==> src/rtl/lsu_pkg.sv <==
package lsu_pkg;

  localparam logic KIND_EXEC = 1'b0;
  localparam logic KIND_READ = 1'b1;

  localparam logic [1:0] MEM_NONE  = 2'd0;
  localparam logic [1:0] MEM_READ  = 2'd1;
  localparam logic [1:0] MEM_WRITE = 2'd2;

  localparam logic [2:0] REG_C   = 3'd1;
  localparam logic [2:0] REG_MEM = 3'd6;
  localparam logic [2:0] REG_A   = 3'd7;

  localparam logic [1:0] PAIR_BC = 2'd0;
  localparam logic [1:0] PAIR_DE = 2'd1;
  localparam logic [1:0] PAIR_HL = 2'd2;
  localparam logic [1:0] PAIR_SP = 2'd3;

  localparam logic [3:0] TGT_BC = 4'd8;
  localparam logic [3:0] TGT_HL = 4'd10;
  localparam logic [3:0] TGT_SP = 4'd11;

  localparam logic [7:0] OP_HALT     = 8'h76;
  localparam logic [7:0] OP_LDH_U8_A = 8'hE0;
  localparam logic [7:0] OP_LDH_C_A  = 8'hE2;
  localparam logic [7:0] OP_LDH_A_U8 = 8'hF0;
  localparam logic [7:0] OP_LDH_A_C  = 8'hF2;
  localparam logic [7:0] OP_LD_U16_A = 8'hEA;
  localparam logic [7:0] OP_LD_A_U16 = 8'hFA;

  localparam logic [15:0] HIGH_PAGE = 16'hFF00;

  typedef logic [7:0][7:0] regfile_t;

  typedef struct packed {
    logic [1:0]  mem_request;
    logic [15:0] mem_address;
    logic [7:0]  mem_write_data;
    logic [4:0]  cycles;
    logic [1:0]  length;
    logic        illegal;
    logic        wb_valid;
    logic [3:0]  wb_target;
    logic [15:0] wb_value;
  } result_t;

  typedef struct packed {
    result_t    res;
    logic       load;
    logic [2:0] load_target;
  } decode_t;

endpackage

==> src/rtl/lsu_decode.sv <==
module lsu_decode (
  input  logic [7:0]         instruction_code,
  input  logic [15:0]        immediate,
  input  lsu_pkg::regfile_t  regs,
  output lsu_pkg::decode_t   dec
);

  logic [2:0]  dst;
  logic [2:0]  src;
  logic [1:0]  sel;
  logic [15:0] hl;
  logic [15:0] pair_sel;
  logic [15:0] high_c;
  logic [15:0] high_u8;

  assign dst     = instruction_code[5:3];
  assign src     = instruction_code[2:0];
  assign sel     = instruction_code[5:4];
  assign hl      = {regs[4], regs[5]};
  assign high_c  = lsu_pkg::HIGH_PAGE | {8'h00, regs[lsu_pkg::REG_C]};
  assign high_u8 = lsu_pkg::HIGH_PAGE | {8'h00, immediate[7:0]};

  always_comb begin
    case (sel)
      lsu_pkg::PAIR_BC: pair_sel = {regs[0], regs[1]};
      lsu_pkg::PAIR_DE: pair_sel = {regs[2], regs[3]};
      default:          pair_sel = hl;
    endcase
  end

  always_comb begin
    dec = '0;
    if (instruction_code[7:6] == 2'b01) begin
      dec.res.length = 2'd1;
      if (instruction_code == lsu_pkg::OP_HALT) begin
        dec.res.cycles = 5'd8;
      end else if (dst == lsu_pkg::REG_MEM) begin
        dec.res.mem_request    = lsu_pkg::MEM_WRITE;
        dec.res.mem_address    = hl;
        dec.res.mem_write_data = regs[src];
        dec.res.cycles         = 5'd8;
      end else if (src == lsu_pkg::REG_MEM) begin
        dec.res.mem_request = lsu_pkg::MEM_READ;
        dec.res.mem_address = hl;
        dec.load            = 1'b1;
        dec.load_target     = dst;
        dec.res.cycles      = 5'd8;
      end else begin
        dec.res.wb_valid  = 1'b1;
        dec.res.wb_target = {1'b0, dst};
        dec.res.wb_value  = {8'h00, regs[src]};
        dec.res.cycles    = 5'd4;
      end
    end else if ((instruction_code & 8'hC7) == 8'h06) begin
      dec.res.length = 2'd2;
      if (dst == lsu_pkg::REG_MEM) begin
        dec.res.mem_request    = lsu_pkg::MEM_WRITE;
        dec.res.mem_address    = hl;
        dec.res.mem_write_data = immediate[7:0];
        dec.res.cycles         = 5'd12;
      end else begin
        dec.res.wb_valid  = 1'b1;
        dec.res.wb_target = {1'b0, dst};
        dec.res.wb_value  = {8'h00, immediate[7:0]};
        dec.res.cycles    = 5'd8;
      end
    end else if ((instruction_code & 8'hCF) == 8'h01) begin
      dec.res.wb_valid  = 1'b1;
      dec.res.wb_target = lsu_pkg::TGT_BC + {2'b00, sel};
      dec.res.wb_value  = immediate;
      dec.res.cycles    = 5'd12;
      dec.res.length    = 2'd3;
    end else if ((instruction_code & 8'hCF) == 8'h02 ||
                 (instruction_code & 8'hCF) == 8'h0A) begin
      dec.res.mem_address = pair_sel;
      if (instruction_code[3]) begin
        dec.res.mem_request = lsu_pkg::MEM_READ;
        dec.load            = 1'b1;
        dec.load_target     = lsu_pkg::REG_A;
      end else begin
        dec.res.mem_request    = lsu_pkg::MEM_WRITE;
        dec.res.mem_write_data = regs[lsu_pkg::REG_A];
      end
      if (sel == lsu_pkg::PAIR_HL) begin
        dec.res.wb_valid  = 1'b1;
        dec.res.wb_target = lsu_pkg::TGT_HL;
        dec.res.wb_value  = hl + 16'd1;
      end else if (sel == lsu_pkg::PAIR_SP) begin
        dec.res.wb_valid  = 1'b1;
        dec.res.wb_target = lsu_pkg::TGT_HL;
        dec.res.wb_value  = hl - 16'd1;
      end
      dec.res.cycles = 5'd8;
      dec.res.length = 2'd1;
    end else begin
      case (instruction_code)
        lsu_pkg::OP_LDH_U8_A: begin
          dec.res.mem_request    = lsu_pkg::MEM_WRITE;
          dec.res.mem_address    = high_u8;
          dec.res.mem_write_data = regs[lsu_pkg::REG_A];
          dec.res.cycles         = 5'd12;
          dec.res.length         = 2'd2;
        end
        lsu_pkg::OP_LDH_C_A: begin
          dec.res.mem_request    = lsu_pkg::MEM_WRITE;
          dec.res.mem_address    = high_c;
          dec.res.mem_write_data = regs[lsu_pkg::REG_A];
          dec.res.cycles         = 5'd8;
          dec.res.length         = 2'd1;
        end
        lsu_pkg::OP_LDH_A_U8: begin
          dec.res.mem_request = lsu_pkg::MEM_READ;
          dec.res.mem_address = high_u8;
          dec.load            = 1'b1;
          dec.load_target     = lsu_pkg::REG_A;
          dec.res.cycles      = 5'd12;
          dec.res.length      = 2'd2;
        end
        lsu_pkg::OP_LDH_A_C: begin
          dec.res.mem_request = lsu_pkg::MEM_READ;
          dec.res.mem_address = high_c;
          dec.load            = 1'b1;
          dec.load_target     = lsu_pkg::REG_A;
          dec.res.cycles      = 5'd8;
          dec.res.length      = 2'd1;
        end
        lsu_pkg::OP_LD_U16_A: begin
          dec.res.mem_request    = lsu_pkg::MEM_WRITE;
          dec.res.mem_address    = immediate;
          dec.res.mem_write_data = regs[lsu_pkg::REG_A];
          dec.res.cycles         = 5'd16;
          dec.res.length         = 2'd3;
        end
        lsu_pkg::OP_LD_A_U16: begin
          dec.res.mem_request = lsu_pkg::MEM_READ;
          dec.res.mem_address = immediate;
          dec.load            = 1'b1;
          dec.load_target     = lsu_pkg::REG_A;
          dec.res.cycles      = 5'd16;
          dec.res.length      = 2'd3;
        end
        default: dec.res.illegal = 1'b1;
      endcase
    end
  end

endmodule

==> src/rtl/cpu_load_store_unit.sv <==
// Load/store unit for the 8-bit CPU's load instructions.
// Request channel (item_valid / item_stall): opcode selects the kind, 0 executes
// instruction_code with its immediate bytes, 1 delivers read_data for the
// pending load. Result channel (result_valid / result_stall): one result per
// request with the memory access, cycle cost, length, illegal flag and the
// register writeback.
// Each accepted request passes one input register, then decode, register file
// read and address forming into the result register; result_valid rises when
// the request moves in. Throughput is one request per clock while results are
// taken; the register file and the pending-load state update in the cycle a
// request moves into the result register, so the next request sees them at once.
// A load leaves its destination pending; an execute request while a load is
// pending, or read data with nothing pending, gives illegal and changes nothing.
// Reset (rst, synchronous) empties both registers, clears the register file
// and the pending load. While result_stall holds, the result stays put,
// the input register holds one more request and item_stall rises after that.
module cpu_load_store_unit (
  input  logic        clk,
  input  logic        rst,
  input  logic        item_valid,
  output logic        item_stall,
  input  logic        opcode,
  input  logic [7:0]  instruction_code,
  input  logic [15:0] immediate,
  input  logic [7:0]  read_data,
  output logic        result_valid,
  input  logic        result_stall,
  output logic [1:0]  mem_request,
  output logic [15:0] mem_address,
  output logic [7:0]  mem_write_data,
  output logic [4:0]  cycles,
  output logic [1:0]  length,
  output logic        illegal,
  output logic        wb_valid,
  output logic [3:0]  wb_target,
  output logic [15:0] wb_value
);

  logic              s1_valid;
  logic              s1_kind;
  logic [7:0]        s1_code;
  logic [15:0]       s1_imm;
  logic [7:0]        s1_rdata;
  lsu_pkg::regfile_t regs;
  logic              pending;
  logic [2:0]        pending_target;
  lsu_pkg::result_t  result;
  lsu_pkg::result_t  result_next;
  lsu_pkg::decode_t  dec;
  logic              advance;
  logic              load_start;
  logic              load_done;

  assign advance    = s1_valid && (!result_valid || !result_stall);
  assign item_stall = s1_valid && !advance;

  lsu_decode u_decode (
    .instruction_code (s1_code),
    .immediate        (s1_imm),
    .regs             (regs),
    .dec              (dec)
  );

  always_comb begin
    result_next = '0;
    load_start  = 1'b0;
    load_done   = 1'b0;
    if (s1_kind == lsu_pkg::KIND_READ) begin
      if (pending) begin
        result_next.wb_valid  = 1'b1;
        result_next.wb_target = {1'b0, pending_target};
        result_next.wb_value  = {8'h00, s1_rdata};
        load_done             = 1'b1;
      end else begin
        result_next.illegal = 1'b1;
      end
    end else if (pending) begin
      result_next.illegal = 1'b1;
    end else begin
      result_next = dec.res;
      load_start  = dec.load;
    end
  end

  always_ff @(posedge clk) begin
    if (rst) begin
      s1_valid <= 1'b0;
    end else if (!item_stall) begin
      s1_valid <= item_valid;
    end
    if (!item_stall && item_valid) begin
      s1_kind  <= opcode;
      s1_code  <= instruction_code;
      s1_imm   <= immediate;
      s1_rdata <= read_data;
    end
  end

  always_ff @(posedge clk) begin
    if (rst) begin
      result_valid <= 1'b0;
    end else if (advance) begin
      result_valid <= 1'b1;
    end else if (!result_stall) begin
      result_valid <= 1'b0;
    end
    if (advance) begin
      result <= result_next;
    end
  end

  // sp is never an address source, so its loads only show in the writeback
  always_ff @(posedge clk) begin
    if (rst) begin
      regs           <= '0;
      pending        <= 1'b0;
      pending_target <= '0;
    end else if (advance) begin
      if (result_next.wb_valid) begin
        if (!result_next.wb_target[3]) begin
          regs[result_next.wb_target[2:0]] <= result_next.wb_value[7:0];
        end else if (result_next.wb_target != lsu_pkg::TGT_SP) begin
          regs[{result_next.wb_target[1:0], 1'b0}] <= result_next.wb_value[15:8];
          regs[{result_next.wb_target[1:0], 1'b1}] <= result_next.wb_value[7:0];
        end
      end
      if (load_done) begin
        pending <= 1'b0;
      end else if (load_start) begin
        pending        <= 1'b1;
        pending_target <= dec.load_target;
      end
    end
  end

  assign mem_request    = result.mem_request;
  assign mem_address    = result.mem_address;
  assign mem_write_data = result.mem_write_data;
  assign cycles         = result.cycles;
  assign length         = result.length;
  assign illegal        = result.illegal;
  assign wb_valid       = result.wb_valid;
  assign wb_target      = result.wb_target;
  assign wb_value       = result.wb_value;

  a_stall_needs_item: assert property (@(posedge clk) disable iff (rst)
    item_stall |-> s1_valid)
    else $error("request stall without a held request");

  a_read_sets_pending: assert property (@(posedge clk) disable iff (rst)
    advance && result_next.mem_request == lsu_pkg::MEM_READ |=> pending)
    else $error("memory read issued without a pending load");

  a_data_clears_pending: assert property (@(posedge clk) disable iff (rst)
    advance && s1_kind == lsu_pkg::KIND_READ |=> !pending)
    else $error("load still pending after read data");

  a_illegal_quiet: assert property (@(posedge clk) disable iff (rst)
    result_valid && illegal |-> !wb_valid && mem_request == lsu_pkg::MEM_NONE)
    else $error("illegal result carries an access or writeback");

  a_no_mem_target: assert property (@(posedge clk) disable iff (rst)
    result_valid && wb_valid |-> wb_target != {1'b0, lsu_pkg::REG_MEM})
    else $error("writeback to the memory operand slot");

endmodule

==> config.mk <==
export PLATFORM = sky130hd
export DESIGN_NAME = cpu_load_store_unit
export DESIGN_NICKNAME = d
export VERILOG_FILES = /design/src/rtl/lsu_pkg.sv /design/src/rtl/lsu_decode.sv /design/src/rtl/cpu_load_store_unit.sv
export SDC_FILE = /design/constraint.sdc
export NUM_CORES = 1
export LEC_CHECK = 0
export ABC_AREA = 1
export BUFFER_PORTS_ARGS = -buffer_cell sky130_fd_sc_hd__buf_2
export CAP_MARGIN = 0
export CORE_ASPECT_RATIO = 0.5
export CORE_MARGIN = 5
export CORE_UTILIZATION = 45
export CTS_CLUSTER_DIAMETER = 150
export DETAILED_ROUTE_END_ITERATION = 6
export GPL_TIMING_DRIVEN = 0
export SLEW_MARGIN = 20
export SYNTH_ARGS = -nofsm -noshare
export SYNTH_HDL_FRONTEND = slang
export SYNTH_SLANG_ARGS = --single-unit
==> constraint.sdc <==
create_clock -name clk -period 6 [get_ports clk]
set_input_delay 0.6 -clock clk [delete_from_list [all_inputs] [get_ports clk]]
set_output_delay 0.6 -clock clk [all_outputs]
set_load 0.005 [all_outputs]
# [Yosys cells after proc, flatten, opt, wreduce, memory -nomap -nowiden]
# Index checks and enable logic that the tools add are counted.
[classes] eq_ne=20 n_lt_le_gt_ge=7 reduce_logical=25 n_mux=67 addsub=3 bitwise=1
[op_table] op="64-bit bitwise mux" n=3
[op_table] op="21-bit 2-to-1 mux" n=9
[op_table] op="64-bit 2-to-1 mux" n=2
[op_table] op="18-bit one-hot mux with 6 select lines" n=1
[op_table] op="33-bit 2-to-1 mux" n=3
[op_table] op="26-bit 2-to-1 mux" n=3
[op_table] op="25-bit 2-to-1 mux" n=3
[op_table] op="8-bit 2-to-1 mux" n=7
[op_table] op="8-bit equality test, second input constant" n=6
[op_table] op="8-bit demux with 2-bit select" n=2
[op_table] op="4-bit 2-to-1 mux" n=8
[op_table] op="16-bit one-hot mux with 2 select lines" n=1
[op_table] op="8-bit binary-select mux with 3-bit select" n=1
[op_table] op="8-bit demux with 3-bit select" n=1
[op_table] op="22-bit 2-to-1 mux" n=1
[op_table] op="7-bit one-hot mux with 3 select lines" n=1
[op_table] op="18-bit 2-to-1 mux" n=1
[op_table] op="17-bit 2-to-1 mux" n=1
[op_table] op="16-bit by 1-bit adder with 16-bit output, second input constant" n=1
[op_table] op="3-bit by 4-bit less-than comparator with 1-bit output, second input constant" n=4
[op_table] op="16-bit by 1-bit subtractor with 16-bit output, second input constant" n=1
[op_table] op="1-bit 2-to-1 mux" n=15
[op_table] op="3-bit by 1-bit >= comparator with 1-bit output, second input constant" n=3
[op_table] op="3-bit OR reduction" n=3
[op_table] op="25 further kinds" n=42
[totals] output_inout_bits=57 in_bits=37 regBits=158 elab_cells=149

# [Longest topological paths before layout]
# Gate-level depths: netlist (run 1).
[logic_depth] ltp_word=17 mapped_depth=18 depth_no_buf=15

# [Hierarchy]
# Synthesis (run 1) repeated with hierarchy kept, for this count alone.
[hier_totals] hier_cells=1494 hier_area_um2=9990.8
[modules_own_cells] mod="cpu_load_store_unit" cells_each=757 area_per_inst_um2=6495.0 instances=1 seq_area_each_um2=4043.9
[modules_own_cells] mod="lsu_decode" cells_each=737 area_per_inst_um2=3495.9 instances=1 seq_area_each_um2=0.0

# [Least setup slack after synthesis (run 1)]
# No wires, ideal clock.
[synth_timing] path_kind="input port to flip-flop" start="in result_stall" end="reg regs[18] (netlist bit)" slack_ps=1778 setup_time_ps=113 n_path_buf=2 arrival_ps=4109 cell_stages=10 required_ps=5887 cell_sequence="nand2_1 -> inv_1 -> nor2_1 -> nand2_1 -> nor2_2 -> buf_6 -> nand2_2 -> buf_6 -> nor2_1 -> nor2_1"
[synth_between] elab_chain_len=4
[synth_rtl] item="from (decl)" line_no="cpu_load_store_unit.sv:27" text="input logic result_stall,"
[synth_rtl] item="1-bit zero test"
[synth_rtl] item="1-bit logical OR" line_no="cpu_load_store_unit.sv:54" text="assign advance = s1_valid && (!result_valid || !result_stall);"
[synth_rtl] item="1-bit logical AND" line_no="cpu_load_store_unit.sv:54"
[synth_rtl] item="via advance" line_no="cpu_load_store_unit.sv:50" text="logic advance;"
[synth_rtl] item="3-bit AND reduction (no line)"
[synth_rtl] item="to (signal, indexed assignment)" line_no="cpu_load_store_unit.sv:121" text="regs[result_next.wb_target[2:0]] <= result_next.wb_value[7:0];"
[synth_rtl] item="to (signal, indexed assignment)" line_no="cpu_load_store_unit.sv:123" text="regs[{result_next.wb_target[1:0], 1'b0}] <= result_next.wb_value[15:8];"
[synth_rtl] item="to (signal, indexed assignment)" line_no="cpu_load_store_unit.sv:124" text="regs[{result_next.wb_target[1:0], 1'b1}] <= result_next.wb_value[7:0];"
[synth_rtl] item="to (decl)" line_no="cpu_load_store_unit.sv:44" text="lsu_pkg::regfile_t regs;"
# The timed path passes the listed nets, and every way through them passes these cells.
# A chain may end at the register's enable or synchronous reset.

# [Final worst setup path (run 1)]
[layout_timing] start="reg s1_code[5]" end="reg result, in the netlist mem_address[7], data pin"
[layout_between] elab_chain_len=6 word_cells_on_any_way=19 cone_classes="9 x eq/ne; 9 x mux; 1 x reduce/logical"
[layout_rtl] item="from (decl)" line_no="cpu_load_store_unit.sv:41" text="logic [7:0] s1_code;"
[layout_rtl] item="from (signal assigned)" line_no="cpu_load_store_unit.sv:93" text="s1_code <= instruction_code;"
[layout_rtl] item="8-bit equality test (tied with other cells)" line_no="lsu_decode.sv:96" text="case (instruction_code)"
[layout_rtl] item="18-bit one-hot mux with 6 select lines / 16-bit one-hot mux with 2 select lines (equally long branches)" line_no="lsu_decode.sv:96, lsu_decode.sv:24"
[layout_rtl] item="33-bit 2-to-1 mux" line_no="lsu_decode.sv:73" text="end else if ((instruction_code & 8'hCF) == 8'h02 ||"
[layout_rtl] item="26-bit 2-to-1 mux" line_no="lsu_decode.sv:67" text="end else if ((instruction_code & 8'hCF) == 8'h01) begin"
[layout_rtl] item="33-bit 2-to-1 mux" line_no="lsu_decode.sv:54" text="end else if ((instruction_code & 8'hC7) == 8'h06) begin"
[layout_rtl] item="33-bit 2-to-1 mux (*)" line_no="lsu_decode.sv:33" text="if (instruction_code[7:6] == 2'b01) begin"
[layout_rtl] item="to (signal assigned)" line_no="cpu_load_store_unit.sv:108" text="result <= result_next;"
[layout_rtl] item="to (decl)" line_no="cpu_load_store_unit.sv:47" text="lsu_pkg::result_t result;"
# Mark *: on every way between the ends. The rest lies on a longest branch, timed or not.

==> results_dict.tcl, run 1 <==
set metrics [dict create \
    status "complete, but fails checks" \
    violations "design-rule violations" \
    path_depth 11 \
    r2r_start "s1_code[5]" \
    min_path_cells 1 \
    internal_power_w 0.00184 \
    fmax_ghz 0.301 \
    finalHoldViolCount 0 \
    leakage_nw 4.55 \
    yosysMostFrequentCell "nand2_1" \
    slowest_stage "nor2_2" \
    pwr-share-clk_pct 43.6 \
    cts_hold_buf 0 \
    die_y_um 110 \
    synthArstFlopShare_pct 0 \
    io_buffers 91 \
    worstHoldStart "read_data[7]" \
    clock_insertion_delay_worst_skew_ns 0.46 \
    fin_util_pct 53.5 \
    synth.cells.most_frequent "nand2_1 (345), nor2_1 (180), inv_1 (114), nand3_1 (109), o21ai_0 (88)" \
    clk_pin_slew_ns 0.07 \
    worstSetupStartpoint "s1_code[5]" \
    ant_nets 0 \
    clock_path_buffers 2 \
    grt_pass1_wl_mm 53.8 \
    drt_iter0_drc 1412 \
    postCtsSetupBuffers 0 \
    dieArea_um2 23300 \
    ys_seq_elements 156 \
    critPathLaunchType "flip-flop" \
    grt-ovfl-total 0 \
    drv_slew 0 \
    drt-total-wl_mm 36.5 \
    max_slew_margin_pct 47.4 \
    seqPwrFrac_pct 46.6 \
    clkSinkCount 156 \
    syn_area_per_cell_um2 7.23 \
    netlist_instances 1255 \
    layout_setup_ws_ns 2.68 \
    fin_skew_ns 0.0106 \
    ys_seq_area_share_pct 43.9 \
    cp_data_arrival_time_ns 3.60 \
    dpl.cell_count 1615 \
    sw_frac_of_total_pct 26.8 \
    vias 9444 \
    place_congestion 1.01 \
    cts_resized 0 \
    io_pins 94 \
    rows 36 \
    synth.distinct_cells 48 \
    ys.flop_type "edfxtp_1" \
    rsz0062_at_grt "no" \
    cp-end-kind "flip-flop" \
    cts-root-buf "clkbuf_16" \
    dp_hpwl_mm 28.7 \
    drc 5 \
    cp_cell_sequence "buf_2, inv_1, nor2_2, nand3_1, inv_1, nand2_1, nand2_1, nor2_1, o211ai_1, nand3_1, o21ai_0" \
    path_class "reg2reg" \
    synth_area_um2 9080 \
    nets 1407 \
    power_density_nw_per_um2 239 \
    die_w_um 211 \
    ys_warn_count 0 \
    hp-class "in2reg" \
    cpLargestDelayFamily "simple AND/OR/NAND/NOR gates" \
    crit_path_max_fanout 10 \
    first_pass_iters 7 \
    cap_violations 0 \
    worstRegToRegCells 11 \
    ys_top_cells_by_area "edfxtp_1 (28%), dfxtp_1 (15%), nand2_1 (14%)" \
    max_stage_delay_ns 0.63 \
    worst_ep_required_time_ns 6.28 \
    switchingPower_w 0.000676 \
    fin_crit_ns 3.32 \
    initial_core_util_pct 46.2 \
    holdWs_ns 0.313 \
    total_power_w 0.00252 \
    antenna_found_initial 0 \
    routedWlPerCell_um 22.2 \
    setup_viol 0 \
    dp_worst_setup_slack_ns 2.89 \
    period_share_pct 55.3 \
    path_buf_inv 3 \
    combPwrFrac_pct 9.8 \
    synth_top_cell_by_area "edfxtp_1" \
    stdcell_count 1648 \
    ir_drop_v 0.000195 \
    drive_gt1_share_pct 14.5 \
    synth_edf_count 86 \
    numCtsBuffers 17 \
    viasPerCell 5.73 \
    grt_usage_pct 31.0 \
    grt_max_degree 34 \
    cts_tree "built" \
    fp.coreArea_um2 19600 \
    syn2layout_area_growth_pct 15.8 \
    tightest_slew_ns 0.788 \
    htree_levels 4 \
    grt_pass1_vias 8468 \
    synth_top_area_share_pct 28.4 \
]
[final timing paths]
path         slack, ns           endpoint
max reg2reg       2.68     mem_address[7]
min               0.31        s1_rdata[7]
max               2.68     mem_address[7]
min reg2reg       0.46  pending_target[2]
[power groups by stage]
stage	clock network (W)	registers, W	logic, W
2_1_floorplan	0	0.00120	0.000136
3_3_place_gp	0	0.00120	0.000232
3_5_place_dp	0	0.00120	0.000238
4_1_cts	0.00111	0.00117	0.000239
5_1_grt	0.00116	0.00118	0.000264
6_report	0.00110	0.00117	0.000247
[flip-flops by register name, summed over array words and instances (netlist names), 3 cells and up]
name,cells
regs,64
mem_address,16
s1_imm,16
wb_value,16
mem_write_data,8
s1_code,8
s1_rdata,8
wb_target,4
cycles,3
pending_target,3
[stage by stage]
step	area, um^2	TNS (ns)
floorplan	9080	0
global placement	9870	-29.92
detailed placement	9920	0
CTS	10500	0
global route	10500	0
finish	10500	0
[layout make-up]
| cell class | count | area, um^2 |
|---|---|---|
| Buffer | 48 | 250 |
| Multi-Input combinational cell | 923 | 4370 |
| Clock buffer | 19 | 464 |
| Timing Repair Buffer | 93 | 495 |
| Fill cell | 2002 | 9130 |
| Sequential cell | 156 | 3980 |
| Antenna cell | 1 | 2.50 |
| Tap cell | 266 | 333 |
| Inverter | 129 | 489 |
| Clock inverter | 13 | 129 |
[layout by cell type, fill, tap and decap left out, types with 3 or more instances in the layout]
cell type | Yosys | layout
a21oi_1 | 77 | 77
a32oi_1 | 4 | 4
buf_1 | 5 | 5
buf_2 | 8 | 99
buf_4 | 4 | 4
buf_6 | 6 | 6
clkbuf_1 | 25 | 25
clkbuf_16 | 0 | 18
clkinv_1 | 4 | 4
clkinv_4 | 0 | 3
dfxtp_1 | 70 | 70
edfxtp_1 | 86 | 86
inv_1 | 114 | 113
inv_2 | 9 | 10
inv_6 | 0 | 5
nand2_1 | 345 | 345
nand2_2 | 11 | 11
nand3_1 | 109 | 109
nand3_2 | 5 | 5
nand3b_1 | 3 | 3
nand4_1 | 15 | 15
nor2_1 | 180 | 179
nor2_2 | 10 | 10
nor2_4 | 6 | 7
o211ai_1 | 12 | 12
o21ai_0 | 88 | 88
o221ai_1 | 16 | 16
o22ai_1 | 11 | 11
xor2_1 | 3 | 3
[layer usage]
metal | GRT usage (%) | share of wire, %
met2 | 41.0 | 38
met1 | 47.1 | 45
met3 | 12.2 | 14
met5 | 0 | 0
met4 | 6.30 | 1.9
[cell families after synthesis]
group           count (synthesis)  share of synthesized area (%)
flops                         156                           43.9
compound gates                222                           14.3
xor+xnor                        4                          0.386
fa+ha+maj                       2                          0.276
simple gates                  693                           33.0
buf+inv                       177                           8.14
other cells                     1                         0.0413
Power figures use the tool's default switching activity.
==> run 2: changes to the inputs <==
--- a/config.mk
+++ b/config.mk
@@ -5,7 +5,7 @@
 export SDC_FILE = /design/constraint.sdc
 export NUM_CORES = 1
 export LEC_CHECK = 0
-export ABC_AREA = 1
+export ABC_AREA = 0
 export BUFFER_PORTS_ARGS = -buffer_cell sky130_fd_sc_hd__buf_2
 export CAP_MARGIN = 0
 export CORE_ASPECT_RATIO = 0.5
@@ -14,6 +14,7 @@
 export CTS_CLUSTER_DIAMETER = 150
 export DETAILED_ROUTE_END_ITERATION = 6
 export GPL_TIMING_DRIVEN = 0
+export PLACE_DENSITY = 0.66
 export SLEW_MARGIN = 20
 export SYNTH_ARGS = -nofsm -noshare
 export SYNTH_HDL_FRONTEND = slang
==> constraint.sdc (replaced) <==
create_clock -name clk -period 2.9 [get_ports clk]
set_input_delay 0.29 -clock clk [delete_from_list [all_inputs] [get_ports clk]]
set_output_delay 0.29 -clock clk [all_outputs]
set_load 0.005 [all_outputs]
==> results_dict.tcl, run 2 <==
set metrics [dict create \
    drc 3 \
    syn_area_per_cell_um2 10.0 \
    met1_length_mm 14.1 \
    power_density_nw_per_um2 495 \
    cp_data_arrival_time_ns 3.21 \
    routed-wl-met2_mm 11.9 \
    grt_usage_pct 28.6 \
    nets 1016 \
    path_class "reg2reg" \
    io_pins 94 \
    io_buffers 91 \
    cp_cell_sequence "buf_4, nor2b_1, clkbuf_2, o211ai_1, a21o_1, nand4_1, buf_4, nor3_4, buf_4, nor2_1, a311oi_1" \
    wl_met3_mm 4.66 \
    tightest_slew_ns 0.841 \
    routedWlPerCell_um 25.3 \
    worst_ep_required_time_ns 3.22 \
    mostFrequentLayoutCells "nor2_1 (112), buf_2 (96), edfxtp_1 (86)" \
    setup_viol 0 \
    place_congestion 1.01 \
    synth.cells.most_frequent "nor2_1 (121), edfxtp_1 (86), dfxtp_1 (70), mux2i_1 (59), nand2_1 (54)" \
    viasPerCell 6.39 \
    synth_top_cell_by_area "edfxtp_1" \
    max_stage_delay_ns 0.45 \
    path_buf_inv 4 \
    clkSinkCount 156 \
    grt_pass1_vias 7361 \
    diodes 0 \
    yosysMostFrequentCell "nor2_1" \
    fin_skew_ns 0.0176 \
    antenna_found_initial 0 \
    crit_top_cell "buf_4" \
    dp_hpwl_mm 22.4 \
    syn2layout_area_growth_pct 26.6 \
    fin_crit_ns 2.89 \
    clock_path_buffers 2 \
    leakage_nw 3.79 \
    ys_top_cells_by_area "edfxtp_1 (31%), dfxtp_1 (17%), mux2i_1 (7.0%)" \
    dieArea_um2 21700 \
    topRoutingLayerUsed "met4" \
    largest-register "regs" \
    max_slew_margin_pct 43.9 \
    cap_violations 0 \
    grt-ovfl-total 0 \
    synth_edf_count 86 \
    initial_core_util_pct 45.8 \
    drt-total-wl_mm 31.1 \
    period_share_pct 99.5 \
    violations "design-rule violations" \
    rows 35 \
    rsz0062_at_grt "yes" \
    ys_warn_count 0 \
    cp-end-kind "flip-flop" \
    synth.distinct_cells 78 \
    synth_area_um2 8400 \
    clock_insertion_delay_worst_skew_ns 0.44 \
    layout_commonest_cell "nor2_1" \
    drt_iter0_drc 1257 \
    grt_pass1_wl_mm 46.4 \
    drive_gt1_share_pct 28.5 \
    hp-class "in2reg" \
    ys_seq_elements 156 \
    ant_nets 0 \
    synthArstFlopShare_pct 0 \
    finalHoldViolCount 0 \
    synth_top_area_share_pct 30.8 \
    holdWs_ns 0.0261 \
    ys.flop_type "edfxtp_1" \
    fin_util_pct 57.9 \
    grt_max_degree 58 \
    ys_seq_area_share_pct 47.4 \
    cpLargestDelayFamily "compound AO/OA/AOI/OAI gates" \
    status "complete, but fails checks" \
    fmax_ghz 0.346 \
    total_power_w 0.00527 \
    die_y_um 107 \
    netlist_instances 839 \
    largest_reg_flops 64 \
    htree_levels 4 \
    critPathLaunchType "flip-flop" \
    slowest_stage "edfxtp_1" \
    cts_tree "built" \
    first_pass_iters 7 \
    cts-root-buf "clkbuf_16" \
    die_w_um 203 \
    vias 7864 \
    drv_slew 0 \
    numCtsBuffers 17 \
    ir_drop_v 0.000349 \
    clk_pin_slew_ns 0.07 \
    fp.coreArea_um2 18300 \
    crit_path_max_fanout 10 \
]
==> run 2: cell count changes after synthesis, sizes merged, moves of 33 or more <==
cell,previous run,this run
nand2,358,54
inv,125,19
nand3,116,11
nor2,197,122
mux2i,0,59
o21ai,92,50
a21oi,79,46
==> run 2: logic make-up after synthesis <==
kind of cell / synth area share (%)
flops: 47.4
simple gates: 17.2
mux: 11.9
compound gates: 17.2
xor+xnor: 1.67
fa+ha+maj: 0.298
buf+inv: 4.34
other cells: 0.0447
==> run 2: area by class of cell <==
type | instances | area [um^2]
plain buffers | 60 | 320
clock buffers | 21 | 450
well taps | 240 | 300
fillers | 1602 | 7720
inverters | 20 | 81.3
multi-input cells | 598 | 4530
repair buffers | 124 | 822
flip-flops and latches | 156 | 3980
clock inverters | 11 | 144
==> run 2: report_power, final <==
part           total, W  internal, W  switching (W)
clock network   0.00234      0.00138       0.000956
registers       0.00245      0.00240      0.0000416
logic          0.000486     0.000168       0.000318
total           0.00527      0.00395        0.00132
==> run 2: repair_timing <==
action | in CTS | in global routing
setup endpoints to repair | 100 | 96
pin swaps | 9 | 13
gates cloned | 0 | 0
hold buffers | 0 | 0
buffers inserted | 11 | 21
gates resized for setup | 61 | 72
==> run 2: final timing paths <==
kind | from | end | slack, ns | cells past startpoint
setup / recovery | s1_code[1] | regs[0] | 0.01 | 11
hold / removal | instruction_code[5] | s1_code[5] | 0.03 | 1
hold reg to reg | regs[51] | regs[51] | 0.49 | 2
setup reg to reg | s1_code[1] | regs[0] | 0.01 | 11
==> run 2: metrics by stage <==
stage / cells / setup slack [ns] / setup TNS (ns) / area (um^2)
6_report: 1230 / 0.0139 / 0 / 10600
5_1_grt: 1230 / -0.0573 / -0.443 / 10600
4_1_cts: 1213 / -0.0346 / -0.0920 / 10200
3_5_place_dp: 1172 / -0.618 / -35.43 / 9210
3_3_place_gp: 1171 / -0.934 / -72.26 / 9160
2_1_floorplan: 840 / 0.165 / 0 / 8400
==> run 2: metal layers <==
metal / up-vias / track usage, %
met5: - / 0
met4: 0 / 6.59
met3: 44 / 11.1
met2: 602 / 36.6
met1: 3789 / 44.4
li1: 3429 / -
